[src/pfd_pkg.sv]
package pfd_pkg;

	localparam int POS_BITS = 10;
	localparam int GAIN_W   = 8;
	localparam int MARGIN_W = 8;
	localparam int MAG_W    = 8;
	localparam int ERR_W    = POS_BITS + 1;
	localparam int CMP_W    = POS_BITS + 2;
	localparam int DIFF_W   = POS_BITS + 2;
	localparam int TERM_W   = POS_BITS + 12;
	localparam int CFG_W    = (POS_BITS > GAIN_W) ? POS_BITS : GAIN_W;
	localparam int IDX_W    = 3;

	localparam int RADIUS_CUTOFF = 5;
	localparam int OUT_DEADZONE  = 150;
	localparam int SAT_MAX       = 255;

	localparam int X_TARGET_RST      = 80;
	localparam int X_MARGIN_RST      = 5;
	localparam int RADIUS_TARGET_RST = 30;
	localparam int RADIUS_MARGIN_RST = 0;
	localparam int TURN_P_GAIN_RST   = 7;
	localparam int TURN_D_GAIN_RST   = 2;
	localparam int MOVE_P_GAIN_RST   = 20;
	localparam int MOVE_D_GAIN_RST   = 5;

	typedef enum logic [IDX_W-1:0] {
		REG_X_TARGET      = 3'd0,
		REG_X_MARGIN      = 3'd1,
		REG_RADIUS_TARGET = 3'd2,
		REG_RADIUS_MARGIN = 3'd3,
		REG_TURN_P_GAIN   = 3'd4,
		REG_TURN_D_GAIN   = 3'd5,
		REG_MOVE_P_GAIN   = 3'd6,
		REG_MOVE_D_GAIN   = 3'd7
	} reg_index_t;

	// outcome of one pd term after the output dead zone and saturation
	typedef struct packed {
		logic             neg;
		logic             zero;
		logic [MAG_W-1:0] mag;
	} term_t;

endpackage

[src/pfd_pd_term.sv]
module pfd_pd_term (
	input  logic [pfd_pkg::POS_BITS-1:0]      value,
	input  logic [pfd_pkg::POS_BITS-1:0]      target,
	input  logic [pfd_pkg::MARGIN_W-1:0]      margin,
	input  logic [pfd_pkg::GAIN_W-1:0]        p_gain,
	input  logic [pfd_pkg::GAIN_W-1:0]        d_gain,
	input  logic signed [pfd_pkg::ERR_W-1:0]  last_err,
	output logic signed [pfd_pkg::ERR_W-1:0]  err,
	output pfd_pkg::term_t                    term
);

	localparam int CW = pfd_pkg::CMP_W;
	localparam int EW = pfd_pkg::ERR_W;
	localparam int DW = pfd_pkg::DIFF_W;
	localparam int TW = pfd_pkg::TERM_W;
	localparam int GW = pfd_pkg::GAIN_W;
	localparam int PP_W = GW + 1 + EW;
	localparam int PD_W = GW + 1 + DW;
	localparam int MAG_W_L = pfd_pkg::MAG_W;

	logic signed [CW-1:0]   v_s, t_s, m_s, lo, hi, raw;
	logic                   in_zone;
	logic signed [DW-1:0]   diff;
	logic signed [GW:0]     gp, gd;
	logic signed [PP_W-1:0] prod_p;
	logic signed [PD_W-1:0] prod_d;
	logic signed [TW-1:0]   sum, mag_full;
	logic                   small_term;
	logic [MAG_W_L-1:0]     sat;

	always_comb begin
		v_s = $signed({2'b00, value});
		t_s = $signed({2'b00, target});
		m_s = $signed({{(CW - pfd_pkg::MARGIN_W){1'b0}}, margin});
		lo  = t_s - m_s;
		hi  = t_s + m_s;
		raw = v_s - t_s;
		// dead zone is open on both ends, so a zero margin never applies
		in_zone = (v_s > lo) && (v_s < hi);
		err = in_zone ? '0 : raw[EW-1:0];

		diff = {err[EW-1], err} - {last_err[EW-1], last_err};
		gp = $signed({1'b0, p_gain});
		gd = $signed({1'b0, d_gain});
		prod_p = gp * err;
		prod_d = gd * diff;
		sum = {{(TW - PP_W){prod_p[PP_W-1]}}, prod_p}
			+ {{(TW - PD_W){prod_d[PD_W-1]}}, prod_d};

		small_term = (sum > -$signed(TW'(pfd_pkg::OUT_DEADZONE)))
			&& (sum < $signed(TW'(pfd_pkg::OUT_DEADZONE)));
		mag_full = sum[TW-1] ? -sum : sum;
		sat = (mag_full > $signed(TW'(pfd_pkg::SAT_MAX)))
			? MAG_W_L'(pfd_pkg::SAT_MAX) : mag_full[MAG_W_L-1:0];

		term.zero = small_term;
		term.neg  = !small_term && sum[TW-1];
		term.mag  = small_term ? '0 : sat;
	end

endmodule

[src/pd_target_follow_drive.sv]
// Follows a tracked object with two PD controllers, one for steering from the
// horizontal position and one for driving from the apparent radius. One item
// is accepted per clock cycle while in_ready is high; each accepted item with a
// radius above the minimum yields one result (input register, then one pass
// through both PD terms into the result register), while items with a small
// radius give no result and leave the stored errors alone. A result waiting in
// the output register still lets an empty input register take one more item,
// which then holds until the result is taken; an item with a small radius never
// waits. Configuration is written through cfg_we/cfg_index/cfg_data and takes
// effect from the next item; write it only while the block is idle.
module pd_target_follow_drive (
	input  logic                          clk,
	input  logic                          arst_n,
	input  logic                          cfg_we,
	input  logic [pfd_pkg::IDX_W-1:0]     cfg_index,
	input  logic [pfd_pkg::CFG_W-1:0]     cfg_data,
	input  logic                          in_valid,
	output logic                          in_ready,
	input  logic [pfd_pkg::POS_BITS-1:0]  x_position,
	input  logic [pfd_pkg::POS_BITS-1:0]  radius,
	output logic                          out_valid,
	input  logic                          out_ready,
	output logic                          drive_backward,
	output logic [pfd_pkg::MAG_W-1:0]     speed,
	output logic                          turn_left,
	output logic [pfd_pkg::MAG_W-1:0]     turn_amount
);

	localparam int PB = pfd_pkg::POS_BITS;
	localparam int GW = pfd_pkg::GAIN_W;
	localparam int MW = pfd_pkg::MARGIN_W;
	localparam int EW = pfd_pkg::ERR_W;

	logic [PB-1:0] x_target_q, radius_target_q;
	logic [MW-1:0] x_margin_q, radius_margin_q;
	logic [GW-1:0] turn_p_gain_q, turn_d_gain_q, move_p_gain_q, move_d_gain_q;

	logic          valid_s1;
	logic [PB-1:0] x_s1, radius_s1;

	logic signed [EW-1:0] last_x_err_q, last_r_err_q;
	logic signed [EW-1:0] x_err, r_err;
	pfd_pkg::term_t       turn_t, move_t;

	logic          out_valid_q;
	logic          back_q, left_q;
	logic [pfd_pkg::MAG_W-1:0] speed_q, tamt_q;

	logic produce, out_free, s1_move;

	always_ff @(posedge clk or negedge arst_n) begin
		if (!arst_n) begin
			x_target_q      <= PB'(pfd_pkg::X_TARGET_RST);
			x_margin_q      <= MW'(pfd_pkg::X_MARGIN_RST);
			radius_target_q <= PB'(pfd_pkg::RADIUS_TARGET_RST);
			radius_margin_q <= MW'(pfd_pkg::RADIUS_MARGIN_RST);
			turn_p_gain_q   <= GW'(pfd_pkg::TURN_P_GAIN_RST);
			turn_d_gain_q   <= GW'(pfd_pkg::TURN_D_GAIN_RST);
			move_p_gain_q   <= GW'(pfd_pkg::MOVE_P_GAIN_RST);
			move_d_gain_q   <= GW'(pfd_pkg::MOVE_D_GAIN_RST);
		end else if (cfg_we) begin
			unique case (cfg_index)
				pfd_pkg::REG_X_TARGET:      x_target_q      <= cfg_data[PB-1:0];
				pfd_pkg::REG_X_MARGIN:      x_margin_q      <= cfg_data[MW-1:0];
				pfd_pkg::REG_RADIUS_TARGET: radius_target_q <= cfg_data[PB-1:0];
				pfd_pkg::REG_RADIUS_MARGIN: radius_margin_q <= cfg_data[MW-1:0];
				pfd_pkg::REG_TURN_P_GAIN:   turn_p_gain_q   <= cfg_data[GW-1:0];
				pfd_pkg::REG_TURN_D_GAIN:   turn_d_gain_q   <= cfg_data[GW-1:0];
				pfd_pkg::REG_MOVE_P_GAIN:   move_p_gain_q   <= cfg_data[GW-1:0];
				pfd_pkg::REG_MOVE_D_GAIN:   move_d_gain_q   <= cfg_data[GW-1:0];
				default: ;
			endcase
		end
	end

	pfd_pd_term u_turn (
		.value    (x_s1),
		.target   (x_target_q),
		.margin   (x_margin_q),
		.p_gain   (turn_p_gain_q),
		.d_gain   (turn_d_gain_q),
		.last_err (last_x_err_q),
		.err      (x_err),
		.term     (turn_t)
	);

	pfd_pd_term u_move (
		.value    (radius_s1),
		.target   (radius_target_q),
		.margin   (radius_margin_q),
		.p_gain   (move_p_gain_q),
		.d_gain   (move_d_gain_q),
		.last_err (last_r_err_q),
		.err      (r_err),
		.term     (move_t)
	);

	always_comb begin
		produce  = radius_s1 > PB'(pfd_pkg::RADIUS_CUTOFF);
		out_free = !out_valid_q || out_ready;
		// an item with a small radius leaves the input register at once
		s1_move  = valid_s1 && (out_free || !produce);
		in_ready = !valid_s1 || s1_move;
	end

	always_ff @(posedge clk or negedge arst_n) begin
		if (!arst_n) begin
			valid_s1 <= 1'b0;
		end else if (in_ready) begin
			valid_s1 <= in_valid;
		end
	end

	always_ff @(posedge clk) begin
		if (in_ready && in_valid) begin
			x_s1      <= x_position;
			radius_s1 <= radius;
		end
	end

	always_ff @(posedge clk or negedge arst_n) begin
		if (!arst_n) begin
			last_x_err_q <= '0;
			last_r_err_q <= '0;
			out_valid_q  <= 1'b0;
		end else begin
			if (s1_move && produce) begin
				last_x_err_q <= x_err;
				last_r_err_q <= r_err;
				out_valid_q  <= 1'b1;
			end else if (out_ready) begin
				out_valid_q  <= 1'b0;
			end
		end
	end

	always_ff @(posedge clk) begin
		if (s1_move && produce) begin
			back_q  <= !move_t.neg;
			speed_q <= move_t.mag;
			// zero speed forces the turn to zero
			left_q  <= turn_t.neg && !move_t.zero;
			tamt_q  <= move_t.zero ? '0 : turn_t.mag;
		end
	end

	assign out_valid      = out_valid_q;
	assign drive_backward = back_q;
	assign speed          = speed_q;
	assign turn_left      = left_q;
	assign turn_amount    = tamt_q;

	a_zero_speed_no_turn: assert property (@(posedge clk) disable iff (!arst_n)
		out_valid_q && (speed_q == '0) |-> (tamt_q == '0) && !left_q && back_q)
		else $error("turn not cleared at zero speed");

	a_speed_floor: assert property (@(posedge clk) disable iff (!arst_n)
		out_valid_q && (speed_q != '0)
			|-> (speed_q >= pfd_pkg::MAG_W'(pfd_pkg::OUT_DEADZONE)))
		else $error("speed inside output dead zone");

	a_small_radius_keeps_state: assert property (@(posedge clk) disable iff (!arst_n)
		valid_s1 && !produce |=> $stable(last_x_err_q) && $stable(last_r_err_q))
		else $error("stored error changed on small radius item");

	a_empty_stage_ready: assert property (@(posedge clk) disable iff (!arst_n)
		!valid_s1 |-> in_ready)
		else $error("input stalled with empty input register");

	a_no_drop: assert property (@(posedge clk) disable iff (!arst_n)
		out_valid_q && !out_ready |=> out_valid_q)
		else $error("waiting result lost");

endmodule

[config.mk]
export PLATFORM = sky130hd
export DESIGN_NAME = pd_target_follow_drive
export DESIGN_NICKNAME = d
export VERILOG_FILES = /design/src/pfd_pkg.sv /design/src/pfd_pd_term.sv /design/src/pd_target_follow_drive.sv
export SDC_FILE = /design/constraint.sdc
export NUM_CORES = 1
export LEC_CHECK = 0
export BUFFER_PORTS_ARGS = -buffer_cell sky130_fd_sc_hd__buf_2
export CAP_MARGIN = 10
export CORE_ASPECT_RATIO = 0.5
export CORE_UTILIZATION = 30
export CTS_CLUSTER_DIAMETER = 100
export DETAILED_ROUTE_END_ITERATION = 6
export MAX_ROUTING_LAYER = met4
export PLACE_DENSITY = 0.47
export RECOVER_POWER = 25
export SKIP_LAST_GASP = 1
export SYNTH_ARGS = -nofsm -noshare
export SYNTH_HDL_FRONTEND = slang
export SYNTH_SLANG_ARGS = --single-unit
[constraint.sdc]
create_clock -name clk -period 12.4 [get_ports clk]
set_input_delay 1.24 -clock clk [delete_from_list [all_inputs] [get_ports clk]]
set_output_delay 1.24 -clock clk [all_outputs]
set_load 0.05 [all_outputs]
==> out/metrics.csv <==
stage,metric,value,unit
run_status,status,finished with violations,
run_status,failing checks,"max-capacitance violations, max-slew violations",
timing,Final Max Tran Viols,79,
clock_network,clock-pin slew on the worst setup and hold paths,0.07,ns
floorplan,I/O pin count,58,
critical_path,Critical-path top delay cell,dfstp_2,
floorplan,row count,74,
cells_and_area,"leading cell type in the layout, fill and taps excluded",inv_1,
timing,final hold viol count,0,
global_routing,GRT Total Usage,15.9,%
clock_network,CTS H-tree lvls,4,
timing,Worst Clk Skew,0.0203,ns
clock_network,Num CTS Buffers,17,
placed_design,Post-DP Area,28100,um2
critical_path,most frequent CP cell,inv_1,
cells_and_area,layout cells sized above 1,17.4,%
min_path,min-delay src,last_x_err_q[3]$_DFFE_PN0P_,
timing,Worst-Margin Slew,4.41,ns
placed_design,routability cong.,0.836,
drt,# DRC,0,
yosys,"EDFF count, synth",38,
clock_network,maximum buffer depth of the clock tree,2,
timing,number of setup violations in the final report,0,
drt,antenna-violating nets left,0,
critical_path,Critical Path RT,12.60,ns
cells_and_area,fin nets,3701,
critical_path,CP Class,register to register,
critical_path,R2R Setup Slk,0.49,ns
yosys,Syn Inst Count,2795,
cells_and_area,# fillers,8534,
critical_path,CP Capture Type,register,
timing,Rel. slew slack,-194,%
critical_path,Worst Path Max Fanout,8,
floorplan,Die H,207,um
timing,final worst-path cycle share,96.0,%
floorplan,Core Area,82500,um2
critical_path,Slowest Stage Delay on Critical Path,0.55,ns
floorplan,die width,413,um
yosys,asr flop ratio synth,70.8,%
cells_and_area,final non-filler cell area,29600,um2
drt,Routed Wire Length,62100,um
drt,Avg WL per Cell,15.0,um
yosys,Ys Warns,0,
critical_path,r2r startpoint,x_margin_q[0]$_DFFE_PN1P_,
cells_and_area,area grow syn2layout,16.9,%
clock_network,CTS tree,built,
yosys,"Cell Area, Synth",25300,um2
job,total of max-cap violations,1,
yosys,syn_nets,3482,
global_routing,grt ovf,0,
yosys,"Seq/Total Area, Yosys",13.7,%
global_routing,initial antenna violation count,0,
floorplan,die area,85500,um2
clock_network,Skew-Pair Late Insertion Delay,0.47,ns
drt,Vias,19006,
critical_path,CP startpoint,x_margin_q[0]$_DFFE_PN1P_,
yosys,post-synthesis sequential element count,130,
timing,Final Critical Period,11.91,ns
cells_and_area,diode count,0,
critical_path,CP Launch Type,register,
drt,vias per inst,4.60,
timing,maximum clock frequency,84.0,MHz
timing,worst hold slack,0.478,ns
clock_network,clock sinks,130,
clock_network,clk root buf,clkbuf_16,
global_routing,number of global-route vias before repair,20454,
placed_design,port bufs,57,
floorplan,Initial Util,30.6,%
drt,DR iter-0 viols,913,
yosys,Post-synth top flop,dfrtp_1,
min_path,HP Class,register to register,
critical_path,"Data arrival, critical path",12.10,ns
global_routing,first-pass GRT wire length,106000,um
placed_design,dpl hpwl,51900,um
yosys,Syn Area/Cell,9.04,um2
yosys,synth unique cells,99,
drt,drt first pass iters,5,
cells_and_area,most frequent cells in the layout,"inv_1 (580), fa_1 (373), nand2_1 (304)",
global_routing,largest net degree at the start of global routing,79,
[worst max-delay path: cells and delay by family, from the launching register on]
kind            cells  cell delay [ns]
simple gates        7             1.19
xor+xnor            2             0.31
flops               1             0.55
buf+inv            17             1.71
fa+ha+maj          12             4.88
compound gates     19             2.96
[kinds of logic (layout without fill, tap and decap cells)]
| family | Yosys count | after routing | share of synthesized area [%] |
|---|---|---|---|
| buffers and inverters | 660 | 892 | 9.96 |
| multiplexers | 49 | 49 | 2.17 |
| AND/OR/NAND/NOR | 782 | 782 | 15.5 |
| flip-flops | 130 | 130 | 13.7 |
| adder cells (fa/ha/maj) | 649 | 649 | 43.4 |
| AO/OA/AOI/OAI | 402 | 402 | 10.9 |
| XOR/XNOR | 123 | 123 | 4.32 |
[worst paths after layout]
path	cells past startpoint	to
setup / recovery	57	turn_amount[2]$_SDFFCE_PP0P_
hold / removal	2	last_x_err_q[3]$_DFFE_PN0P_
setup reg to reg	57	turn_amount[2]$_SDFFCE_PP0P_
hold reg to reg	2	last_x_err_q[3]$_DFFE_PN0P_
max in group asynchronous	2	out_valid$_DFFE_PN0P_
min in group asynchronous	1	x_margin_q[6]$_DFFE_PN0P_
[per-stage QoR]
stage / TNS, ns / std cells / utilization, % / setup slack [ns]
5_1_grt: -0.733 / 4129 / 35.8 / -0.0651
2_1_floorplan: 0 / 2795 / - / 0.347
3_3_place_gp: -0.261 / 4070 / 34.0 / -0.0392
3_5_place_dp: -1.30 / 4070 / 34.0 / -0.174
6_report: 0 / 4129 / 35.8 / 0.494
4_1_cts: 0 / 4103 / 34.8 / 0.0156
[area by class of cell]
class | instances | area [um2] | area share [%]
clock inverter | 13 | 100 | 0.339
sequential | 130 | 3460 | 11.7
clock buffer | 19 | 443 | 1.50
timing repair buffer | 278 | 1970 | 6.68
multi-input combinational | 2005 | 20000 | 67.7
tap | 1102 | 1380 | 4.66
inverter | 582 | 2180 | 7.39
[state kept, by name (all words and copies together) (netlist names), 8 cells and up]
signal / cells
last_r_err_q: 11
last_x_err_q: 11
move_d_gain_q: 8
move_p_gain_q: 8
radius_margin_q: 8
radius_s1: 10
radius_target_q: 10
speed: 8
turn_amount: 8
turn_d_gain_q: 8
turn_p_gain_q: 8
x_margin_q: 8
x_s1: 10
x_target_q: 10
[what timing repair did]
item	CTS	global route
gates resized for setup	12	171
hold buffers	0	0
buffers inserted	1	24
endpoints found under the setup margin	9	18
pin swaps	2	82
[per-layer routing]
layer  up-vias  track usage (%)  wire [um]
met2       180             25.8      29400
met5         -                -          0
met4         0             2.99        654
li1       9280                -          -
met1      9503             21.6      30700
met3        43             1.48       1420
[Yosys cell counts, types with 10 or more instances]
cell type	n	share of area, %
a211oi_1	18	0.53
a21boi_0	10	0.30
a21o_1	22	0.65
a21oi_1	90	1.8
and2_1	197	4.9
clkbuf_1	69	1.0
dfrtp_1	76	7.5
dfstp_2	16	1.7
edfxtp_1	38	4.5
fa_1	380	30
ha_1	269	13
inv_1	580	8.6
mux2_2	46	2.0
nand2_1	306	4.5
nand2b_1	30	0.74
nand3_1	19	0.38
nand4_1	14	0.35
nor2_1	95	1.4
nor2b_1	36	0.89
nor3_1	28	0.55
o21a_1	31	0.92
o21ai_0	91	1.8
o21bai_1	27	0.80
o31ai_1	23	0.68
xnor2_1	88	3.0
xor2_1	33	1.1
Power is left out: the tool's default activity adds up to more than one toggle a clock period on the data nets, which glitch-free logic cannot reach.
